$ cat config.mk
export PLATFORM = sky130hd
export DESIGN_NAME = cfl_front
export DESIGN_NICKNAME = d
export VERILOG_FILES = /design/src/rtl/cfl_pkg.sv /design/src/rtl/cfl_front.sv
export SDC_FILE = /design/constraint.sdc
export NUM_CORES = 1
export LEC_CHECK = 0
export BUFFER_PORTS_ARGS = -buffer_cell sky130_fd_sc_hd__buf_4
export CORE_ASPECT_RATIO = 0.9
export CORE_MARGIN = 2
export CORE_UTILIZATION = 45
export DETAILED_ROUTE_END_ITERATION = 8
export PLACE_DENSITY = 0.8
export SYNTH_ARGS = -nofsm -noshare
export SYNTH_HDL_FRONTEND = slang
export SYNTH_SLANG_ARGS = --single-unit
$ cat constraint.sdc
create_clock -name clk -period 2.17 [get_ports clk]
set_clock_uncertainty 0.05 [all_clocks]
set_input_delay 0.1085 -clock clk [delete_from_list [all_inputs] [get_ports clk]]
set_output_delay 0.1085 -clock clk [all_outputs]
set_load 0.03 [all_outputs]
$ cat src/rtl/cfl_pkg.sv
// Shared types and constants for the correlation fault locator.
package cfl_pkg;

  localparam int MaxSamples = 512;

  localparam logic [9:0]  CorrLengthReset     = 10'd320;
  localparam logic [8:0]  MaskHalfwidthReset  = 9'd60;
  localparam logic [23:0] DistanceScaleReset  = 24'd207530;
  localparam logic [6:0]  SignalThresholdReset = 7'd5;
  localparam logic [8:0]  PresenceStartReset  = 9'd130;

  localparam logic [7:0]  Mid     = 8'd128;
  localparam logic [25:0] DistMax = 26'h3FFFFFF;

  typedef enum logic [2:0] {
    REG_CORR_LENGTH      = 3'd0,
    REG_MASK_HALFWIDTH   = 3'd1,
    REG_DISTANCE_SCALE   = 3'd2,
    REG_SIGNAL_THRESHOLD = 3'd3,
    REG_PRESENCE_START   = 3'd4
  } reg_index_t;

  typedef struct packed {
    logic [7:0] rx_sample;
    logic [7:0] ref_sample;
    logic       last;
  } in_item_t;

  typedef struct packed {
    logic [9:0]  first_peak_index;
    logic [9:0]  second_peak_index;
    logic [9:0]  lag_gap;
    logic [25:0] distance;
    logic        polarity;
    logic        signal_present;
  } out_item_t;

  // job handed from the loader to the correlation engine
  typedef struct packed {
    logic [12:0] count;
    logic        present;
  } job_t;

endpackage

$ cat src/rtl/cfl_front.sv
// Capture loader: stores samples, tracks presence, queues a job on the last item.
module cfl_front #(
  parameter int MAX_SAMPLES = cfl_pkg::MaxSamples,
  localparam int AW = $clog2(MAX_SAMPLES)
) (
  input  logic              clk,
  input  logic              rst,
  input  logic              start,
  input  cfl_pkg::in_item_t item,
  input  logic [8:0]        presence_start,
  input  logic [6:0]        signal_threshold,
  input  logic              queue_full,
  output logic              busy,
  output logic              wr_en,
  output logic [AW-1:0]     wr_addr,
  output logic [15:0]       wr_data,
  output logic              job_push,
  output cfl_pkg::job_t     job
);

  logic [AW:0] sample_count;
  logic        presence_flag;
  logic        accept;
  logic        room;
  logic [7:0]  dev;
  logic        hit;

  assign busy   = queue_full;
  assign accept = start && !busy;
  assign room   = sample_count < (AW+1)'(MAX_SAMPLES);
  assign dev    = (item.rx_sample >= cfl_pkg::Mid) ? item.rx_sample - cfl_pkg::Mid
                                                   : cfl_pkg::Mid - item.rx_sample;
  assign hit    = room && (13'(presence_start) <= 13'(sample_count))
                  && (dev > {1'b0, signal_threshold});

  assign wr_en   = accept && room;
  assign wr_addr = sample_count[AW-1:0];
  assign wr_data = {item.rx_sample, item.ref_sample};
  assign job_push = accept && item.last;
  assign job.count   = 13'(sample_count + (AW+1)'(room));
  assign job.present = presence_flag || hit;

  always_ff @(posedge clk) begin
    if (rst) begin
      sample_count  <= '0;
      presence_flag <= 1'b0;
    end else if (accept) begin
      if (item.last) begin
        sample_count  <= '0;
        presence_flag <= 1'b0;
      end else begin
        if (room) sample_count <= sample_count + 1'b1;
        if (hit) presence_flag <= 1'b1;
      end
    end
  end

endmodule

* Word level (Yosys, flattened, before mapping)
Index checks and enable logic that the tools add are counted.
** Storage, ports and cells
- Latch bits :: 0
- Output and inout bits :: 42
- ROM bits :: 0
- Memory bits (writable) :: 0
- Register bits after elaboration :: 11
- Memories :: 0
** Cells by class
- Equality and inequality tests :: 0
- Shift-type cells :: 0
- Reductions and logical operators :: 11
- Div/mod/pow operators :: 0
- Add/sub/neg operators :: 4
- Bitwise gates (word level) :: 0
- Muxes and demuxes :: 5
- Multiply operators :: 0
- Magnitude comparators :: 4
** Operators by type and width (count)
- $mux 10 :: 2
- $add 10x1->11 :: 1
- $add 10x1->10 const B :: 1
- $le 9x10->1 :: 1
- $lt 10x10->1 const B :: 1
- $ge 8x8->1 const B :: 1
- $gt 8x7->1 :: 1
- $mux 8 :: 1
- $sub 8x8->8 const A :: 1
- $sub 8x8->8 const B :: 1
- $logic_and 1x1->1 :: 5
- $reduce_and 2->1 :: 2
- $reduce_bool 2->1 :: 2
- $mux 1 :: 2
- $logic_not 1->1 :: 1
- $logic_or 1x1->1 :: 1

* Longest topological paths before layout
- Depth after elaboration :: 6
- Mapped depth :: 9

* Least setup slack after synthesis
Ideal clock, no wire load.
- Kind :: input port to output port
- Start :: input port item[9] (netlist bit)
- End :: output port job[0] (netlist bit)
- Cell stages on the path :: 9
- Data arrival time :: 2.080 ns
- Path slack :: -0.068 ns
- Path through :: inv_1 > ha_1 > mux2_2 > ha_1 > nor2b_1 > o211ai_1 > a21oi_1 > a211oi_1 > nor3_1
** RTL lines
- from (decl) :: RTL line cfl_front.sv:9 : input cfl_pkg::in_item_t item,
- to (decl) :: RTL line cfl_front.sv:18 : output cfl_pkg::job_t job

==> reports/results.txt <==
Dividing the detail-routed wire length by the instance count gives 12.8 µm. The tools report the detailed-route via count as 1361. The post-route non-filler standard cell count came out at 274. The root buffer selected by CTS was sky130_fd_sc_hd__clkbuf_4.

Summing every instance area after synthesis gives 1460 µm². TritonCTS built the clock tree. Traced cell by cell, the critical path runs through buf_4 -> nor3_1 -> a31oi_1 -> xor2_1 -> ha_1 -> a21o_1 -> a211o_1 -> a211oi_2 -> nor3_2 -> buf_4. The logs give 3 for the total clock buffers created by CTS and -0.0422 ns for the pre-CTS setup slack. On the critical path, the stage with the largest delay is an instance of sky130_fd_sc_hd__ha_1.

The final critical path takes up 96.8% of the cycle. For the sequential-to-total area share from yosys stat, the log shows 15.1%. The largest total area in the synthesized netlist belongs to sky130_fd_sc_hd__ha_1. The area of the die is 3720 µm², and the total power per unit cell area is 324 nW/µm². The relative area change from synthesis to final layout is 34.0%, and the count of distinct cell types in the synthesized netlist is 41. The total routing resource utilization after global routing was 17.4%; the final count of negative-setup-slack endpoints was 0. H-tree depth: 1. For this run, the post-layout net count is 290. After layout, the worst setup slack is 0.0699 ns. The source-to-sink clock delay at the later pin of the worst-skew pair is 0.28 ns, and the height of the die is 58.1 µm.

Data on the critical path arrives at its endpoint at 1.94 ns. The clock period could shrink to 2.10 ns. Of the cells placed in the final design, the portion with a size suffix greater than 1 is 44.4%. The tools report the type of destination of the critical path as a primary output. The tools report the final count of hold timing violations as 0. On the worst path, the slowest cell contributes a delay of 0.30 ns. The logs give 2 for the maximum number of buffers from clock root to sink and 0.000906 µW for the static leakage power. The routed wire length came out at 3.52 mm. The run finished with clean final reports. DRC marker count from the first detailed-route iteration: 76. The tools report the starting density of the core as 47.7%. Gate family responsible for the most delay along the worst path: compound AO/OA/AOI/OAI gates. The design draws 634 µW. The critical path class is in -> out.

The most used flip-flop cell after synthesis is sky130_fd_sc_hd__dfxtp_1. The post-synthesis instance total is 184, and the critical path buffer and inverter count is 2. The DRC violation count after routing was 0. Chip width: 64.1 µm. The logs give 19 for the count of standard-cell rows and 5.20 mm for the first-pass GRT wire length. Input and output buffers added on the ports amount to 60.

Static timing analysis puts the maximum clock frequency at 476 MHz. The repair_antennas step left the layout with diodes totalling 0. In the routed layout, each cell is associated on average with a via count of 4.97. The tool flagged a number of max-cap violations equal to 0. The pre-antenna-repair detailed-routing pass consisted of 4 iterations. The via count of the first global-routing pass was 1206; the count of flip-flops with a built-in enable after synthesis was 0. The worst hold path belongs to the class in -> reg. The total area inside the core boundary comes to 3070 µm². Hold timing on the final database bottoms out at a slack of 0.0967 ns. The tools report the warning count from the yosys run as 0. At the end of routability-driven placement, the weighted congestion stood at 0.851. The share of the synthesized area in the top cell type was 17.1%. Of all nets on the critical path, the largest fanout is 5. VDD sags by at most 0.000214 V. For this run, asynchronously set or reset flops after synthesis account for 0%. The mean area per synthesized cell is 7.94 µm².

By instance count, the cell type seen most on the critical path is sky130_fd_sc_hd__buf_4. After synthesis the netlist holds a flip-flop and latch count of 11. After legalization and detailed placement, the total HPWL measured 2.59 mm. Yosys attributes the largest share of cell area to sky130_fd_sc_hd__ha_1 (17%), sky130_fd_sc_hd__dfxtp_1 (15%), sky130_fd_sc_hd__buf_4 (14%). The logs give 0 for the max-slew violation count and 79 for the number of top-level design ports. The data required time of the worst path is 2.01 ns. The maximum number of pins on one net before global-route repair is 11.

Clock tree synthesis found a total of 11 sinks. Summed over all layers, the global routing overflow is 0. In this run, placement finished with an instance count of 267. Clock-pin slew was measured on the worst setup and hold paths at 0.08 ns. The area of all placed cells without fillers is 1960 µm².

The kind of launch point of the worst setup path is a primary input. The count of nets left with antenna violations once routing finished came out at 0. The logs give 1810 µm² for the post-placement cell area and 256 for the number of fill cells in the layout.

The initial antenna violation count was 0.
layer usage:
metal | routed length [µm] | global-route usage [%]
met3 | 228 | 2.33
met5 | 0 | 0
met2 | 1710 | 27.7
met4 | 31 | 5.28
met1 | 1540 | 24.5
timing repair:
| action | CTS | global route |
|---|---|---|
| buffers inserted | 1 | 1 |
| hold buffers | 1 | 0 |
| hold endpoints to repair | 1 | 0 |
| gates resized for setup | 5 | 13 |
| endpoints found under the setup margin | 1 | 1 |
| pin swaps | 1 | 10 |
| gates cloned | 0 | 0 |
flip-flops by register name, summed over array words and instances, names as in the netlist:
name and flops:
presence_flag 1, sample_count 10
placed cells by master, fill, tap and decap left out, drive strengths merged:
master	Yosys	routed
xor2	6	6
o211ai	2	2
o21a	1	1
a21o	2	2
or2	1	1
dfxtp	11	11
xnor2	13	13
or3	2	2
dlygate4sd3	0	1
nand3	7	7
and2	2	2
nand4b	1	1
a2111oi	1	1
a211o	2	2
a41oi	1	1
nor3	4	4
and3	2	2
nor2	14	14
a31oi	1	1
and4	1	1
o21ai	3	3
nor2b	3	3
buf	32	74
nand2	8	8
a211oi	1	1
nand2b	1	1
clkbuf	0	4
nor3b	1	1
nand4	3	3
inv	19	19
nor4	3	3
mux2	1	1
o21bai	1	1
ha	20	20
conb	1	2
nand3b	1	1
a21oi	12	12
metrics by stage:
stage	utilization [%]	TNS, ns
6_report	63.9	0
5_1_grt	63.9	-0.0196
4_1_cts	61.1	0
3_5_place_dp	59.2	-0.0427
3_3_place_gp	59.2	-0.00702
2_1_floorplan	-	0
cells in the mapped netlist, drive strengths merged (2+ instances only):
master,instances
buf,32
ha,20
inv,19
nor2,14
xnor2,13
a21oi,12
dfxtp,11
nand2,8
nand3,7
xor2,6
nor3,4
nand4,3
nor2b,3
nor4,3
o21ai,3
a211o,2
a21o,2
and2,2
and3,2
o211ai,2
or3,2
cells by family (layout without fill, tap and decap cells):
logic type | after synthesis | after routing | share of synthesized area [%]
compound gates | 27 | 27 | 11.6
fa+ha+maj | 20 | 20 | 17.1
flops | 11 | 11 | 15.1
xor+xnor | 19 | 19 | 11.4
mux | 1 | 1 | 0.770
buf+inv | 51 | 98 | 21.9
other cells | 1 | 2 | 0.257
simple gates | 54 | 54 | 21.9
layout make-up:
| class | instances | area, µm² | area share (%) |
|---|---|---|---|
| Multi-Input combinational cell | 123 | 1020 | 51.9 |
| Timing Repair Buffer | 75 | 566 | 28.9 |
| Sequential cell | 11 | 223 | 11.4 |
| Inverter | 19 | 73.8 | 3.77 |
| Tap cell | 42 | 52.6 | 2.68 |
| Clock buffer | 4 | 26.3 | 1.34 |
worst min-delay path: stages:
cell,delay [ns]
sky130_fd_sc_hd__buf_4,0.10
sky130_fd_sc_hd__nand3b_1,0.10
sky130_fd_sc_hd__a21oi_1,0.07
where the power goes:
part           internal [µW]  switching, µW
clock                   71.3           78.0
combinational            134            145
sequential               204           1.51
final timing paths:
check,startpoint,end,slack [ns],cells past startpoint
worst max-delay path,item[12],job[0],0.07,10
worst min-delay path,item[0],sample_count[1]$_SDFFE_PP0P_,0.1,3
worst max register to register,sample_count[7]$_SDFFE_PP0P_,presence_flag$_SDFFE_PP0P_,0.25,9
worst min register to register,sample_count[4]$_SDFFE_PP0P_,sample_count[4]$_SDFFE_PP0P_,0.53,3
(Power assumes the default switching activity.)
